--- src/design/ncsc_ram.sv ---
module ncsc_ram #(
  parameter int WIDTH = 32,
  parameter int DEPTH = 64
) (
  input  logic                                   clk,
  input  logic                                   we,
  input  logic [(DEPTH > 1 ? $clog2(DEPTH) : 1)-1:0] waddr,
  input  logic [WIDTH-1:0]                       wdata,
  input  logic [(DEPTH > 1 ? $clog2(DEPTH) : 1)-1:0] raddr,
  output logic [WIDTH-1:0]                       rdata
);

  logic [WIDTH-1:0] mem [DEPTH];

  always_ff @(posedge clk) begin
    if (we) begin
      mem[waddr] <= wdata;
    end
    rdata <= mem[raddr];
  end

endmodule

--- config.mk ---
export PLATFORM = sky130hd
export DESIGN_NAME = ncsc_ram
export DESIGN_NICKNAME = d
export VERILOG_FILES = /design/src/design/ncsc_ram.sv
export SDC_FILE = /design/constraint.sdc
export NUM_CORES = 2
export LEC_CHECK = 0
export BUFFER_PORTS_ARGS = -buffer_cell sky130_fd_sc_hd__buf_4
export CORE_ASPECT_RATIO = 0.7
export CORE_MARGIN = 8
export CORE_UTILIZATION = 40
export DETAILED_ROUTE_END_ITERATION = 10
export HOLD_SLACK_MARGIN = 0.08
export SYNTH_ARGS = -nofsm -noshare
export SYNTH_HDL_FRONTEND = slang
export SYNTH_SLANG_ARGS = --single-unit
--- constraint.sdc ---
create_clock -name clk -period 3.4 [get_ports clk]
set_input_delay 0.17 -clock clk [delete_from_list [all_inputs] [get_ports clk]]
set_output_delay 0.17 -clock clk [all_outputs]
set_load 0.01 [all_outputs]
After elaboration in Yosys (flattened, before gate mapping)
Memory sizes are Yosys's and may differ from the RTL's. A register that Yosys moved wholly into a read port is not among the register bits.
Cells that the tools add are included.
{ "word_totals": {"ff_bits": 0, "mem_bits_rw": 2048, "in_bits": 46, "out_inout_bits": 32, "word_cells": 3, "n_memories": 1} }
{ "op_classes": {"mux": 2} }
{ "mem_list": {"columns": ["memory", "words", "word_bits", "rd", "rd_clocked_by_memory_dff", "write_ports", "line_no", "rtl"], "rows": [
  ["mem", 64, 32, 1, 1, 1, "13", "logic [WIDTH-1:0] mem [DEPTH];"]
]} }
{ "op_table": {"columns": ["cell", "n"], "rows": [
  ["$mux W1", 2]
]} }

Depth between registers and ports, before layout
{ "depth": {"ltp_word": 2, "ltp_mapped": 10, "mapped_depth_nobuf": 5} }

Worst setup path before layout
No wires, ideal clock.
{ "synth_timing": {"path_kind": "input-to-reg", "start": "in waddr[3] (netlist name)", "end": "mem mem[48][0] (enable)", "arrival_ns": 2.869, "slack_ns": 0.070, "stages": 4, "n_path_buf": 1, "cell_sequence": "clkbuf_1 > nor2b_1 > nand4b_1 > nor3_1"} }
{ "synth_lines": {"columns": ["element", "line_no", "rtl"], "rows": [
  ["start, declared", "7", "input logic [(DEPTH > 1 ? $clog2(DEPTH) : 1)-1:0] waddr,"],
  ["end, declared", "13", null]
]} }
No word-level cell before the write port.

==> Flow_metrics.wiki <==
{| class="wikitable"
! Metric !! Value
|-
| Slew of the pin with the lowest slew margin || 1.24 ns
|-
| Clock insertion delay at the later pin of the skew report || between 0.8 and 0.9 ns
|-
| Final worst slack || 0.672 ns
|-
| Final wirelength || 209000 um
|-
| Clock Skews || about 0.027 ns
|-
| Number of nets at the end of the flow || 3692
|-
| Layout Area Growth over Synthesis || 14.9%
|-
| Aggregate global routing overflow || 0
|-
| Achievable clock frequency || ~0.37 GHz
|-
| Post-place instance area || 0.0841 mm^2
|-
| Number of nets with antenna violations after routing || 0
|-
| Router iterations before antenna repair || 5
|-
| Number of top-level design ports || 78
|-
| Via count of the first global-routing pass || between 30000 and 40000
|-
| Worst reg2reg endpoint || rdata[6]$_DFF_P_
|-
| Minimum setup slack among reg-to-reg paths || 0.76 ns
|-
| Worst R2R Start || mem[15][6]$_DFFE_PP_
|-
| H-tree lvl count || 4
|-
| Worst hold slack || 0.151 ns
|-
| Worst Setup End Kind || flop
|-
| Final number of setup-violating endpoints || 0
|-
| Final number of max-transition violations || 0
|-
| Max-cap check violation count || 0
|-
| Root Driver || sky130_fd_sc_hd__clkbuf_16
|-
| Overall Power || 51.6 mW
|-
| Final GP Congestion || 0.765
|-
| Post-synth net total || roughly 3400
|-
| Die Outline Area || 0.211 mm^2
|-
| Clock transition at the register clock pins on the worst setup and hold paths after CTS || 0.06 ns
|-
| Number of synthesis warnings || 0
|-
| Biggest fanout along the worst timing path || 31
|-
| Post-Layout Inst Area || 0.0902 mm^2
|-
| Fin crit period || 2.73 ns
|-
| Number of vias in the routed layout || between 30000 and 40000
|-
| Proportion of synthesized chip area in sequential cells || 0.791
|-
| HPWL reported at the end of detailed placement || 116000 um
|-
| Arrival @ worst endpoint || 3.38 ns
|-
| Sum of negative setup slack || 0 ns
|-
| Data required, critical path || a little over 4 ns
|-
| Vias per cell || 5.83
|-
| CTS tree || done
|-
| Pleak || 27.9 nW
|-
| Final standard cell count with taps included and fillers excluded || 6411
|-
| Startpoint of the lowest-slack hold path || waddr[1]
|-
| Count of cell types in the netlist || 34
|-
| Initial Util || 0.401
|-
| Mean post-synth cell area || 23.6 um^2
|-
| Post-Place Setup Slack || -0.161 ns
|-
| Count of cells along the worst hold path || 3
|-
| Initial antenna violation count || 17
|-
| CORE AREA || between 0.15 and 0.2 mm^2
|-
| Total clock buffers created by CTS || 192
|-
| Path type of the worst setup path || in2reg
|-
| Die Span X || 546 um
|-
| Number of cells on the worst reg-to-reg path || 4
|-
| Layout cells sized above 1 || 0.301
|-
| Total power density per cell area || 572 mW/mm^2
|-
| Util after Layout || 0.461
|-
| Global-route wire length before repair || 291000 um
|-
| Relative slew slack || 0.172
|-
| Wire length per cell after detailed routing || 32.6 um
|-
| Nature of the critical path startpoint || input port
|-
| Setup repair after global routing missed its margin || false
|-
| Total GRT Usage || 0.192
|-
| Outcome || completed
|-
| Port Buf Inserts || 77
|-
| Post-synthesis cell count || 3324
|-
| Clock sink count || around 2100
|-
| Commonest non-fill, non-tap cell in the layout || sky130_fd_sc_hd__edfxtp_1
|-
| Placed cell count || 6037
|-
| Number of cell rows || 136
|-
| Post CTS Setup Buffer Count || 0
|-
| Yosys reg bits || 2080
|-
| First DRT Iteration DRCs || 4642
|-
| Crit share post-route || 0.802
|-
| Chip Height || 387 um
|-
| Highest-count cells in the layout ignoring fill and taps || 2048 x sky130_fd_sc_hd__edfxtp_1, 544 x sky130_fd_sc_hd__mux4_2, 218 x sky130_fd_sc_hd__buf_4
|-
| Worst vdd rail ir drop || 0.513 mV
|-
| Cell area after technology mapping || 0.0785 mm^2
|-
| Class of the worst hold path || in2reg
|-
| Pin count of the biggest net entering global routing || 65
|-
| Final Hold Viols || 0
|-
| Hold Path End || mem[48][8]$_DFFE_PP_
|-
| Number of design rule violations left after detail routing || 0
|-
| Deepest clock path buffer count || 4
|}
==> how the worst max path moves through the flow <==
stage,startpoint,to,slack [ns],cells past startpoint
2_1_floorplan,waddr[3],mem[48][0]$_DFFE_PP_,0.07,4
3_3_place_gp,raddr[0],rdata[6]$_DFF_P_,-0.15,7
3_5_place_dp,raddr[0],rdata[6]$_DFF_P_,-0.16,7
4_1_cts,raddr[0],rdata[6]$_DFF_P_,0.73,7
5_1_grt,raddr[0],rdata[6]$_DFF_P_,0.47,7
6_report,raddr[0],rdata[6]$_DFF_P_,0.67,7
==> repair_timing <==
action / 4_1_cts / 5_1_grt
resized for setup: 0 / 0
hold endpoints to repair: 2067 / 0
hold buffers: 37 / 0
==> worst max-delay path: stages <==
cell and delay, ns:
sky130_fd_sc_hd__buf_8 0.34, sky130_fd_sc_hd__buf_12 0.32, sky130_fd_sc_hd__buf_4 0.30, sky130_fd_sc_hd__mux4_2 0.55, sky130_fd_sc_hd__mux4_2 0.48, sky130_fd_sc_hd__o22ai_1 0.96, sky130_fd_sc_hd__nor2_1 0.12
==> sequential cells by signal, indices dropped and copies added, names as in the netlist <==
name / flops
rdata: 32
mem: 2048
==> area by class of cell <==
class	instances	area, um^2
fill	16053	105000
tap	2622	3280
clock inverter	86	578
multi-input combinational	1062	16000
sequential	2080	62100
antenna	5	12.5
clock buffer	246	5160
timing repair buffer	310	3080
==> per-layer routing <==
| metal | vias to the layer above | wire, um | track usage |
|---|---|---|---|
| met4 | 8 | 4100 | 0.0397 |
| met2 | 1767 | 93400 | 0.287 |
| met1 | 20431 | 90300 | 0.287 |
| met3 | 265 | 20800 | 0.0508 |
| met5 | - | 57 | 0 |
| li1 | 14913 | - | - |
==> power by group <==
part	switching [mW]	leakage [nW]	internal, mW
logic	1.73	6.37	1.08
clock network	9.14	2.82	11.1
registers	0.112	18.7	28.4
total	11.0	27.9	40.6
==> kinds of logic (layout without fill, tap and decap cells) <==
logic type | count (synthesis) | after routing | synth area share
buffers and inverters | 182 | 642 | 0.0113
muxes | 637 | 637 | 0.168
DFF | 2080 | 2080 | 0.791
AOI/OAI and AO/OA | 202 | 202 | 0.0167
and+or+nand+nor | 223 | 223 | 0.0127
other | 0 | 5 | 0
==> synthesized netlist by cell type (all sizes together) <==
master | count | area, um^2
edfxtp | 2048 | 61500
mux4 | 544 | 12300
nor2 | 137 | 514
buf | 108 | 608
mux2i | 93 | 931
o22ai | 84 | 526
clkbuf | 74 | 278
a21oi | 62 | 310
dfxtp | 32 | 641
o221ai | 27 | 236
nand2 | 26 | 97.6
nor2b | 15 | 93.8
a22oi | 12 | 90.1
a311oi | 8 | 70.1
nand2b | 8 | 50.1
nor3 | 7 | 35.0
nand3 | 5 | 25.0
nand3b | 5 | 37.5
or3b | 5 | 43.8
a41o | 4 | 40.0
and3 | 4 | 25.0
o32ai | 4 | 35.0
or2 | 3 | 18.8
or3 | 3 | 18.8
and2 | 2 | 12.5
nand4 | 2 | 12.5
a31oi | 1 | 6.26
nand4b | 1 | 8.76
Note: power is estimated with default switching activity, not from simulation.
